**src/rtl/adbr_pkg.sv**
```systemverilog
// Shared types and constants for the ADC button debouncer with auto-repeat.
`timescale 1ns / 1ps
`default_nettype none

package adbr_pkg;

  // Tick period and converter resolution of the button line.
  localparam int USEC_PER_TICK = 100;
  localparam int ADC_BITS      = 10;

  localparam int SAMPLE_W  = 10;
  localparam int ACC_W     = 18;
  localparam int ELAPSED_W = 17;
  localparam int DELAY_W   = 16;
  localparam int SHIFT_W   = 4;
  localparam int PHASE_W   = 2;
  localparam int CFG_ADDR_W = 3;
  localparam int CFG_DATA_W = 16;

  localparam logic [SAMPLE_W-1:0] LEVEL_MAX =
    (ADC_BITS >= 10) ? SAMPLE_W'(1023) : SAMPLE_W'((1 << ADC_BITS) - 1);
  localparam logic [ACC_W-1:0] ACC_MAX   = {ACC_W{1'b1}};
  localparam logic [ACC_W-1:0] ACC_RESET = ACC_W'(1023 << 3);

  // Button phase codes.
  localparam logic [PHASE_W-1:0] PH_UP       = 2'd0;
  localparam logic [PHASE_W-1:0] PH_DEBOUNCE = 2'd1;
  localparam logic [PHASE_W-1:0] PH_PRESSED  = 2'd2;

  // Configuration register indexes.
  localparam logic [CFG_ADDR_W-1:0] CFG_PRESS_THR   = 3'd0;
  localparam logic [CFG_ADDR_W-1:0] CFG_RELEASE_THR = 3'd1;
  localparam logic [CFG_ADDR_W-1:0] CFG_REPEAT_DLY  = 3'd2;
  localparam logic [CFG_ADDR_W-1:0] CFG_DEBOUNCE_DLY = 3'd3;
  localparam logic [CFG_ADDR_W-1:0] CFG_FILTER_SHIFT = 3'd4;

  typedef struct packed {
    logic [SAMPLE_W-1:0] press_thr;
    logic [SAMPLE_W-1:0] release_thr;
    logic [DELAY_W-1:0]  repeat_dly;
    logic [DELAY_W-1:0]  debounce_dly;
    logic [SHIFT_W-1:0]  filter_shift;
  } cfg_t;

  typedef struct packed {
    logic [SAMPLE_W-1:0] level;
    logic                key_event;
    logic [SAMPLE_W-1:0] key_level;
    logic [PHASE_W-1:0]  phase;
  } result_t;

endpackage

`default_nettype wire

```
**src/rtl/adbr_cfg.sv**
```systemverilog
// Configuration register file of the button debouncer.
`timescale 1ns / 1ps
`default_nettype none

module adbr_cfg (
  input  logic                           clk_i,
  input  logic                           rst_ni,
  input  logic                           wr_en_i,
  input  logic [adbr_pkg::CFG_ADDR_W-1:0] wr_addr_i,
  input  logic [adbr_pkg::CFG_DATA_W-1:0] wr_data_i,
  output adbr_pkg::cfg_t                 cfg_o
);
  import adbr_pkg::*;

  cfg_t cfg_q, cfg_d;

  always_comb begin
    cfg_d = cfg_q;
    if (wr_en_i) begin
      unique case (wr_addr_i)
        CFG_PRESS_THR:    cfg_d.press_thr    = wr_data_i[SAMPLE_W-1:0];
        CFG_RELEASE_THR:  cfg_d.release_thr  = wr_data_i[SAMPLE_W-1:0];
        CFG_REPEAT_DLY:   cfg_d.repeat_dly   = wr_data_i[DELAY_W-1:0];
        CFG_DEBOUNCE_DLY: cfg_d.debounce_dly = wr_data_i[DELAY_W-1:0];
        CFG_FILTER_SHIFT: cfg_d.filter_shift = wr_data_i[SHIFT_W-1:0];
        default: ;  // drop writes to unknown registers
      endcase
    end
  end

  always_ff @(posedge clk_i or negedge rst_ni) begin
    if (!rst_ni) begin
      cfg_q.press_thr    <= SAMPLE_W'(944);
      cfg_q.release_thr  <= SAMPLE_W'(984);
      cfg_q.repeat_dly   <= '0;
      cfg_q.debounce_dly <= DELAY_W'(5000);
      cfg_q.filter_shift <= SHIFT_W'(3);
    end else begin
      cfg_q <= cfg_d;
    end
  end

  assign cfg_o = cfg_q;

endmodule

`default_nettype wire

```
**src/rtl/adbr_filter.sv**
```systemverilog
// Leaky integrator low-pass filter of the button line.
`timescale 1ns / 1ps
`default_nettype none

module adbr_filter (
  input  logic                          clk_i,
  input  logic                          rst_ni,
  input  logic                          step_i,
  input  logic [adbr_pkg::SAMPLE_W-1:0] sample_i,
  input  logic [adbr_pkg::SHIFT_W-1:0]  shift_i,
  output logic [adbr_pkg::SAMPLE_W-1:0] level_o
);
  import adbr_pkg::*;

  logic [ACC_W-1:0]   acc_q, acc_d;
  logic [SHIFT_W-1:0] k;
  logic [ACC_W:0]     sum;
  logic [ACC_W-1:0]   level_full;

  // Clamp the shift into its usable range.
  always_comb begin
    if (shift_i == '0) begin
      k = SHIFT_W'(1);
    end else if (shift_i > SHIFT_W'(8)) begin
      k = SHIFT_W'(8);
    end else begin
      k = shift_i;
    end
  end

  always_comb begin
    sum = {1'b0, acc_q} - {1'b0, (acc_q >> k)} + (ACC_W+1)'(sample_i);
    acc_d = sum[ACC_W] ? ACC_MAX : sum[ACC_W-1:0];
    level_full = acc_d >> k;
    level_o = (level_full > ACC_W'(LEVEL_MAX)) ? LEVEL_MAX : level_full[SAMPLE_W-1:0];
  end

  always_ff @(posedge clk_i or negedge rst_ni) begin
    if (!rst_ni) begin
      acc_q <= ACC_RESET;
    end else if (step_i) begin
      acc_q <= acc_d;
    end
  end

endmodule

`default_nettype wire

```
**src/rtl/adbr_fsm.sv**
```systemverilog
// Up / debounce / pressed phase machine with debounce and repeat timing.
`timescale 1ns / 1ps
`default_nettype none

module adbr_fsm (
  input  logic                          clk_i,
  input  logic                          rst_ni,
  input  logic                          step_i,
  input  logic [adbr_pkg::SAMPLE_W-1:0] level_i,
  input  adbr_pkg::cfg_t                cfg_i,
  output adbr_pkg::result_t             result_o
);
  import adbr_pkg::*;

  logic [PHASE_W-1:0]   phase_q, phase_d;
  logic [ELAPSED_W-1:0] elapsed_q, elapsed_d;
  logic [SAMPLE_W-1:0]  held_q, held_d;
  logic                 key_event;

  logic [ELAPSED_W-1:0] limit;
  logic [ELAPSED_W-1:0] advanced;
  logic [ELAPSED_W-1:0] elapsed_next;
  logic                 reached;

  // One timer shared by the debounce and repeat waits.
  always_comb begin
    limit = (phase_q == PH_PRESSED) ? ELAPSED_W'(cfg_i.repeat_dly)
                                    : ELAPSED_W'(cfg_i.debounce_dly);
    reached = (elapsed_q >= limit);
    advanced = elapsed_q + ELAPSED_W'(USEC_PER_TICK);
    elapsed_next = (advanced > limit) ? limit : advanced;
  end

  always_comb begin
    phase_d   = phase_q;
    elapsed_d = elapsed_q;
    held_d    = held_q;
    key_event = 1'b0;
    unique case (phase_q)
      PH_DEBOUNCE: begin
        if (reached) begin
          held_d    = level_i;
          key_event = 1'b1;
          elapsed_d = '0;
          phase_d   = PH_PRESSED;
        end else begin
          elapsed_d = elapsed_next;
        end
      end
      PH_PRESSED: begin
        if (level_i >= cfg_i.release_thr) begin
          phase_d = PH_UP;
        end else if (cfg_i.repeat_dly != '0) begin
          if (reached) begin
            key_event = 1'b1;
            elapsed_d = '0;
          end else begin
            elapsed_d = elapsed_next;
          end
        end
      end
      default: begin
        // Up, and the unused code that falls back to up.
        phase_d = PH_UP;
        if (level_i <= cfg_i.press_thr) begin
          elapsed_d = '0;
          phase_d   = PH_DEBOUNCE;
        end
      end
    endcase
  end

  always_ff @(posedge clk_i or negedge rst_ni) begin
    if (!rst_ni) begin
      phase_q   <= PH_UP;
      elapsed_q <= '0;
      held_q    <= '0;
    end else if (step_i) begin
      phase_q   <= phase_d;
      elapsed_q <= elapsed_d;
      held_q    <= held_d;
    end
  end

  always_comb begin
    result_o.level     = level_i;
    result_o.key_event = key_event;
    result_o.key_level = held_d;
    result_o.phase     = phase_d;
  end

endmodule

`default_nettype wire

```
**src/rtl/adc_button_debounce_repeat_top.sv**
```systemverilog
// Top level of the ADC button debouncer with auto-repeat.
`timescale 1ns / 1ps
`default_nettype none

// Each transfer on the slave stream is one timer tick carrying a 10-bit ADC
// reading of a resistor-ladder button line; each tick produces exactly one
// transfer on the master stream. A leaky integrator (acc - acc>>k + sample,
// with k from the filter shift register clamped to 1..8) smooths the line and
// the filtered level is acc>>k. The phase machine starts debouncing when the
// level falls to the press threshold, latches the level and flags a key event
// once the debounce delay has elapsed, and while pressed either returns to up
// at the release threshold or re-flags the held level every repeat delay
// (zero disables repeat). Time advances a fixed 100 us per tick. The input
// register captures the sample at its transfer, and a step moves it through
// the filter and phase logic into the output register once that register is
// free. Throughput is one tick per cycle while the master stream is not
// stalled, as the integrator and phase registers update on each step.
// While a result waits in the output register the input register takes one
// more tick and then holds s_axis_tready low until that result transfers.
// Write configuration only while no tick is in flight; writes to indexes
// beyond the filter shift are dropped.
module adc_button_debounce_repeat_top (
  input  logic        clk_i,
  input  logic        rst_ni,
  // Configuration write channel.
  input  logic        cfg_valid_i,
  output logic        cfg_ready_o,
  input  logic [2:0]  cfg_addr_i,
  input  logic [15:0] cfg_data_i,
  // Sample stream in.
  input  logic        s_axis_tvalid,
  output logic        s_axis_tready,
  input  logic [15:0] s_axis_tdata,   // [9:0] adc_sample, [15:10] zero
  // Result stream out.
  output logic        m_axis_tvalid,
  input  logic        m_axis_tready,
  output logic [23:0] m_axis_tdata,   // [9:0] filtered_level, [19:10] key_level,
                                      // [21:20] button_phase, [23:22] zero
  output logic [0:0]  m_axis_tuser    // [0] key_event
);
  import adbr_pkg::*;

  cfg_t    cfg;
  result_t result;

  logic                in_valid_q, in_valid_d;
  logic [SAMPLE_W-1:0] sample_q;
  logic                out_valid_q, out_valid_d;
  result_t             out_q;
  logic [SAMPLE_W-1:0] level;
  logic                s_accept;
  logic                out_free;
  logic                step;

  // The config port never stalls.
  assign cfg_ready_o = 1'b1;

  adbr_cfg u_cfg (
    .clk_i     (clk_i),
    .rst_ni    (rst_ni),
    .wr_en_i   (cfg_valid_i),
    .wr_addr_i (cfg_addr_i),
    .wr_data_i (cfg_data_i),
    .cfg_o     (cfg)
  );

  // Advance the tick held in the input register whenever the output register
  // is empty or its result leaves in this cycle.
  assign out_free      = !out_valid_q || m_axis_tready;
  assign step          = in_valid_q && out_free;
  assign s_axis_tready = !in_valid_q || step;
  assign s_accept      = s_axis_tvalid && s_axis_tready;

  always_comb begin
    in_valid_d = in_valid_q;
    if (s_accept) begin
      in_valid_d = 1'b1;
    end else if (step) begin
      in_valid_d = 1'b0;
    end
    out_valid_d = out_valid_q;
    if (step) begin
      out_valid_d = 1'b1;
    end else if (m_axis_tready) begin
      out_valid_d = 1'b0;
    end
  end

  always_ff @(posedge clk_i or negedge rst_ni) begin
    if (!rst_ni) begin
      in_valid_q  <= 1'b0;
      out_valid_q <= 1'b0;
    end else begin
      in_valid_q  <= in_valid_d;
      out_valid_q <= out_valid_d;
    end
  end

  // Payload registers: hold the sample until it steps, hold the result
  // until its transfer.
  always_ff @(posedge clk_i) begin
    if (s_accept) begin
      sample_q <= s_axis_tdata[SAMPLE_W-1:0];
    end
    if (step) begin
      out_q <= result;
    end
  end

  adbr_filter u_filter (
    .clk_i    (clk_i),
    .rst_ni   (rst_ni),
    .step_i   (step),
    .sample_i (sample_q),
    .shift_i  (cfg.filter_shift),
    .level_o  (level)
  );

  adbr_fsm u_fsm (
    .clk_i    (clk_i),
    .rst_ni   (rst_ni),
    .step_i   (step),
    .level_i  (level),
    .cfg_i    (cfg),
    .result_o (result)
  );

  assign m_axis_tvalid = out_valid_q;
  assign m_axis_tdata  = {2'b00, out_q.phase, out_q.key_level, out_q.level};
  assign m_axis_tuser  = out_q.key_event;

endmodule

`default_nettype wire

```
**config.mk**
```make
export PLATFORM = sky130hd
export DESIGN_NAME = adc_button_debounce_repeat_top
export DESIGN_NICKNAME = d
export VERILOG_FILES = /design/src/rtl/adbr_pkg.sv /design/src/rtl/adbr_cfg.sv /design/src/rtl/adbr_filter.sv /design/src/rtl/adbr_fsm.sv /design/src/rtl/adc_button_debounce_repeat_top.sv
export SDC_FILE = /design/constraint.sdc
export NUM_CORES = 1
export LEC_CHECK = 0
export BUFFER_PORTS_ARGS = -buffer_cell sky130_fd_sc_hd__buf_4
export CELL_PAD_IN_SITES_DETAIL_PLACEMENT = 0
export CELL_PAD_IN_SITES_GLOBAL_PLACEMENT = 2
export CORE_MARGIN = 4
export CORE_UTILIZATION = 40
export CTS_CLUSTER_SIZE = 8
export DETAILED_ROUTE_END_ITERATION = 8
export PLACE_DENSITY = 0.82
export SLEW_MARGIN = 20
export SYNTH_ARGS = -nofsm -noshare
export SYNTH_HDL_FRONTEND = slang
export SYNTH_SLANG_ARGS = --single-unit
```
**constraint.sdc**
```tcl
create_clock -name clk_i -period 8.31 [get_ports clk_i]
set_clock_uncertainty 0.1 [all_clocks]
set_input_delay 1.662 -clock clk_i [delete_from_list [all_inputs] [get_ports clk_i]]
set_output_delay 1.662 -clock clk_i [all_outputs]
set_load 0.01 [all_outputs]
```
==> run metrics, run 1 <==
count of different cell masters after synthesis 81; Layout fillers around 2,500; aggregate routed wire length 28,630 µm; aggregate global-route resource usage 20.51%; most common cell after layout, fill and taps aside sky130_fd_sc_hd__nand2_1; Max Transition Viols Final 0; outcome finished, final reports clean; number of CTS-inserted buffers 17; total iterations of the first detailed-routing run 5; root buffer selected by CTS sky130_fd_sc_hd__clkbuf_16; antenna violations before repair 0; Crit-path slowest cell sky130_fd_sc_hd__dfstp_2; post-synthesis average cell area around 9.5 µm²; Final Util roughly 47%; count of placed standard cells including taps about 1,400; residual overflow from global routing 0; insertion delay to the later sink of the worst-skew pair 430 ps; via/cell ratio 5.627; average wire per standard cell about 20 µm; post-detailed-placement half-perimeter wirelength ~21,000 µm; highest achievable clock rate around 130 MHz; total negative slack 0 ps; antenna cell count 0; cell seen most often among critical-path stages sky130_fd_sc_hd__buf_4; reg-to-reg endpoint u_fsm.elapsed_q[14]; vias in the first global route 8,189; Net count, final 1,250; Worst setup startpoint u_cfg.cfg_o[0]; Post-Synthesis Cell Area 10,080 µm²; number of DRC markers in iteration 0 between 500 and 600; Mapped Cells 1,061; share of async-settable or async-resettable flops after synthesis 76.09%; Initial Util 41.10%; quantity of I/O buffers inserted on ports between 50 and 60; worst slew pin tran around 1200 ps; area of the core 24,530 µm²; sequential share of the synthesized area between 30 and 40%; top flip-flop cell by instance count after synthesis sky130_fd_sc_hd__dfrtp_1; DIE WIDTH about 170 µm; Yosys Warn Count 0; total DRC errors in the routed layout 0; # H-tree levels 4; crit path kind flop to flop; Critical Path Max Stage Delay around 620 ps; instance area at placement about 11,000 µm²; FF/Latch Area between 3000 and 4000 µm²; hold_buf cts 0; number of enable-type register cells in the synthesized netlist 33; fraction of final layout cells with drive strength greater than 1 20.83%; final critical-path share of the clock period 93.85%; min-delay worst type flop to flop; number of placed I/O pins slightly below 70; number of register bits inferred by synthesis 138; clock-pin slew on the worst setup and hold paths 70 ps; maximum root-to-sink buffer count 2; endpoint arrival time on the critical path between 8000 and 9000 ps; routability congestion estimate just over 0.8; Reg-to-Reg Start u_cfg.cfg_o[0]; Via Count 8,199; kind of launch point of the worst setup path flop; Final ANT Viol Nets 0; Layout Area Growth over Synthesis 14.74%; number of failing setup endpoints in the final timing report 0; number of sinks driven by the clock tree roughly 140; final hold violations 0; min Tclk post-route ~7800 ps; Worst slew margin a little under a quarter; required time at the worst-slack endpoint around 8600 ps; most used cells in the layout excluding fill and tap cells sky130_fd_sc_hd__nand2_1, sky130_fd_sc_hd__buf_4, sky130_fd_sc_hd__ha_1, sky130_fd_sc_hd__dfrtp_1, sky130_fd_sc_hd__nor2_1; height of the die between 150 and 200 µm; CP Capture Type flop; Rows 57; total area of multi-input combinational cells between 6000 and 7000 µm²; Worst Setup EP u_fsm.elapsed_q[14]; final standard cell area without fillers approximately 12,000 µm²; final non-filler cell total 1,457; wire length of the first global-routing pass between 40,000 and 50,000 µm; minimum setup slack among reg-to-reg paths between 500 and 600 ps; clock tree from TritonCTS done; pin count of the biggest net entering global routing slightly below 60; max cap viols 0; overall die area 27,810 µm²; count of cells along the worst register-to-register path 29; worst-path maximum fanout 14; setup repair after global routing missed its margin no
[worst min path at each step]
stage               startpoint              end  slack [ps]  depth (start not counted)
3_3_place_gp   u_fsm.held_q[3]  u_fsm.held_q[3]         360                          2
4_1_cts        u_fsm.held_q[1]  u_fsm.held_q[1]         380                          2
3_5_place_dp   u_fsm.held_q[1]  u_fsm.held_q[1]         370                          2
6_report       u_fsm.held_q[1]  u_fsm.held_q[1]         380                          2
5_1_grt        u_fsm.held_q[1]  u_fsm.held_q[1]         410                          2
2_1_floorplan  u_fsm.held_q[1]  u_fsm.held_q[1]         340                          2
[kinds of logic (layout without fill, tap and decap cells)]
kind of cell    Yosys count  count (layout)  synth area share, %
compound gates          299             299                21.16
xor+xnor                 22              22                1.985
fa+ha+maj                90              90                11.91
buf+inv                 103             173                4.206
flops                   138             138                36.23
mux                      91              91                9.939
other cells               2               4              0.07448
simple gates            316             316                14.49
[flip-flops by register name (all words and copies together), names as in the netlist]
signal,cells
m_axis_tvalid,1
sample_q,10
u_fsm.elapsed_q,17
u_cfg.cfg_o,56
in_valid_q,1
u_fsm.held_q,10
m_axis_tuser,1
m_axis_tdata,22
u_fsm.phase_q,2
u_filter.acc_q,18
[worst max-delay path: cells and delay by family, from the launching register on]
kind / cells / cell delay (ps)
muxes: 1 / 140
adders and majority gates: 3 / 1020
and+or+nand+nor: 6 / 1600
DFF: 1 / 620
AOI/OAI and AO/OA: 15 / 3290
buffers and inverters: 4 / 920
[what timing repair did]
| item | in CTS | in global routing |
|---|---|---|
| gates resized for setup | 0 | 9 |
| endpoints found under the setup margin | 0 | 17 |
| setup buffers | 0 | 0 |
| endpoints found under the hold margin | 0 | 0 |
[routing by layer]
metal  vias to the layer above  GRT usage (%)  part of all wire [%]
met5                         -              0                     0
met2                       151          34.55                    49
li1                       4059              -                     -
met1                      3957          27.93                    46
met4                         0          5.905                   2.0
met3                        32          2.465                   3.0
[through the flow]
stage	hold WS (ps)	setup slack [ps]
final	378.3	510.9
after global routing	409.6	34.02
after CTS	381.1	234.2
after detailed placement	365.0	281.1
after global placement	358.2	313.6
after floorplan	343.6	652.3
[layout make-up]
type,count,area share (%)
Multi-Input combinational cell,822,52.21
Sequential cell,138,31.58
Timing Repair Buffer,92,5.970
Clock buffer,18,3.893
Tap cell,324,3.504
Inverter,49,1.590
Clock inverter,14,1.254
[cell usage after synthesis, drive strengths merged, types with 21 or more instances]
cell	number	area (µm²)
a21o	21	157.7
dfrtp	77	1927
o21ai	65	325.3
nor2	73	274.0
edfxtp	33	991.0
inv	47	176.4
mux2i	45	450.4
dfstp	28	735.7
nand2	126	473.0
ha	80	1001
clkbuf	36	135.1
mux2	43	484.2
a21oi	57	292.8
nand3	27	135.1
Power of run 1 is left out: the tool's default activity adds up to more than one toggle a clock period on the data nets, which glitch-free logic cannot reach.
==> run 2: changes to the inputs <==
--- a/config.mk
+++ b/config.mk
@@ -8,11 +8,12 @@
 export BUFFER_PORTS_ARGS = -buffer_cell sky130_fd_sc_hd__buf_4
 export CELL_PAD_IN_SITES_DETAIL_PLACEMENT = 0
 export CELL_PAD_IN_SITES_GLOBAL_PLACEMENT = 2
+export CORE_ASPECT_RATIO = 0.75
 export CORE_MARGIN = 4
 export CORE_UTILIZATION = 40
 export CTS_CLUSTER_SIZE = 8
 export DETAILED_ROUTE_END_ITERATION = 8
-export PLACE_DENSITY = 0.82
+export PLACE_DENSITY = 0.93
 export SLEW_MARGIN = 20
 export SYNTH_ARGS = -nofsm -noshare
 export SYNTH_HDL_FRONTEND = slang
==> constraint.sdc (replaced) <==
create_clock -name clk_i -period 8.31 [get_ports clk_i]
set_clock_uncertainty 0.1 [all_clocks]
set_input_delay 1.662 -clock clk_i [delete_from_list [all_inputs] [get_ports clk_i]]
set_output_delay 1.662 -clock clk_i [all_outputs]
set_load 0.005 [all_outputs]
==> run 2 against run 1 <==
Effect of this change:
- sequential cell count stayed put
- via count is 4.1% higher
- wire length is 1.5% higher
- worst hold slack better by 0.82 ps
- critical path type unchanged
==> run metrics, run 2 (synthesis results as in run 1) <==
number of placed I/O pins 68; setup repair after global routing missed its margin no; aggregate global-route resource usage roughly a fifth; hold slack about 380 ps; number of failing setup endpoints in the final timing report 0; met3 usage 5.276%; Crit-path slowest cell sky130_fd_sc_hd__dfstp_2; # H-tree levels 4; minimum setup slack among reg-to-reg paths ~440 ps; final hold violations 0; aggregate routed wire length between 20,000 and 30,000 µm; fraction of final layout cells with drive strength greater than 1 a little over a fifth; wire length of the first global-routing pass approximately 46,000 µm; min Tclk post-route 7868 ps; clock-pin slew on the worst setup and hold paths 70 ps; Rows 50; DIE WIDTH between 150 and 200 µm; most common cell after layout, fill and taps aside sky130_fd_sc_hd__nand2_1; final critical-path share of the clock period 94.69%; Via Count 8,537; Layout fillers about 2,400; area of the core roughly 25,000 µm²; total DRC errors in the routed layout 0; Hold EP u_fsm.held_q[3]; count of cells along the worst hold path 2; post-detailed-placement half-perimeter wirelength 21,480 µm; average wire per standard cell a little under 20 µm; maximum root-to-sink buffer count 2; worst-path maximum fanout 26; worst slew pin tran 957.0 ps; min-delay worst type flop to flop; Net count, final between 1,000 and 1,500; total iterations of the first detailed-routing run 5; outcome finished, final reports clean; beginning of the worst hold path u_fsm.held_q[3]; Reg-to-Reg Start u_cfg.cfg_o[0]; endpoint arrival time on the critical path just over 8000 ps; routability congestion estimate 0.8877; antenna violations before repair 0; crit path kind flop to flop; Critical Path Max Stage Delay around 640 ps; total area of multi-input combinational cells around 6100 µm²; PnR worst setup slack 441.6 ps; clock tree from TritonCTS done; kind of launch point of the worst setup path flop; antenna cell count 0; quantity of I/O buffers inserted on ports between 50 and 60; count of cells along the worst register-to-register path 29; highest achievable clock rate ~130 MHz; max cap viols 0; vias in the first global route between 8,000 and 9,000; via/cell ratio between 5 and 6; number of DRC markers in iteration 0 843; most used cells in the layout excluding fill and tap cells sky130_fd_sc_hd__nand2_1, sky130_fd_sc_hd__buf_4, sky130_fd_sc_hd__ha_1, sky130_fd_sc_hd__dfrtp_1, sky130_fd_sc_hd__nor2_1; hold_buf cts 0; Worst setup startpoint u_cfg.cfg_o[0]; global routing usage on met1 a little over a third; Max Transition Viols Final 0; Initial Util 40.50%; Final ANT Viol Nets 0; Worst slew margin a little over a third; FF/Latch Area about 3700 µm²; met2 global-route usage around a quarter; residual overflow from global routing 0; root buffer selected by CTS sky130_fd_sc_hd__clkbuf_16; CP Capture Type flop; post-place setup slack about 300 ps; pin count of the biggest net entering global routing 62; overall die area ~28,000 µm²; reg-to-reg endpoint u_fsm.elapsed_q[3]; insertion delay to the later sink of the worst-skew pair between 400 and 500 ps; Layout Area Growth over Synthesis 15.05%; required time at the worst-slack endpoint approximately 8500 ps; number of flip-flops under the largest register name between 50 and 60; height of the die between 100 and 150 µm; instance area at placement between 10,000 and 15,000 µm²; total negative slack 0 ps; final standard cell area without fillers roughly 12,000 µm²; most used routing layer met1; number of CTS-inserted buffers 17; number of sinks driven by the clock tree about 140
[run 2: cell types whose count changed in the layout (fill, tap and decap cells not counted), sizes merged]
cell,delta
buf,+5
bufinv,+1
clkbuf,+1
clkinv,+1
clkinvlp,+2
inv,-5
[run 2: layout make-up]
cell class                      count  area share (%)
Multi-Input combinational cell    822           52.16
Sequential cell                   138           31.49
Timing Repair Buffer               97           6.309
Clock buffer                       19           3.818
Tap cell                          338           3.645
Inverter                           49           1.585
Clock inverter                     13          0.9922
[run 2: through the flow]
stage	utilization, %	cells
4_1_cts	46.49	1476
6_report	46.59	1476
5_1_grt	46.59	1476
3_5_place_dp	44.25	1444
3_3_place_gp	44.25	1444
2_1_floorplan	-	1063
[run 2: worst max path at each step]
stage          slack (ps)  cells past startpoint             endpoint
2_1_floorplan         650                     34  u_fsm.elapsed_q[13]
3_3_place_gp          470                     27   u_fsm.elapsed_q[3]
3_5_place_dp          300                     28  u_fsm.elapsed_q[12]
4_1_cts               260                     28  u_fsm.elapsed_q[12]
5_1_grt                40                     29  u_fsm.elapsed_q[12]
6_report              440                     29   u_fsm.elapsed_q[3]
[run 2: metal layers]
layer	part of all wire (%)	wire length, µm
met1	53	15480
met2	38	11070
met3	7.7	2244
met4	0.92	266
met5	0	0
[run 2: critical path: cells and delay by family, from the launching register on]
family	cells	cell delay, ps
mux	1	290
simple gates	5	1080
fa+ha+maj	3	1190
compound gates	16	3550
buf+inv	4	880
flops	1	640
[run 2: timing repair]
action | 4_1_cts | 5_1_grt
resized for setup | 0 | 9
endpoints found under the setup margin | 0 | 19
setup buffers | 0 | 0
Power of run 2 is left out for the same reason.
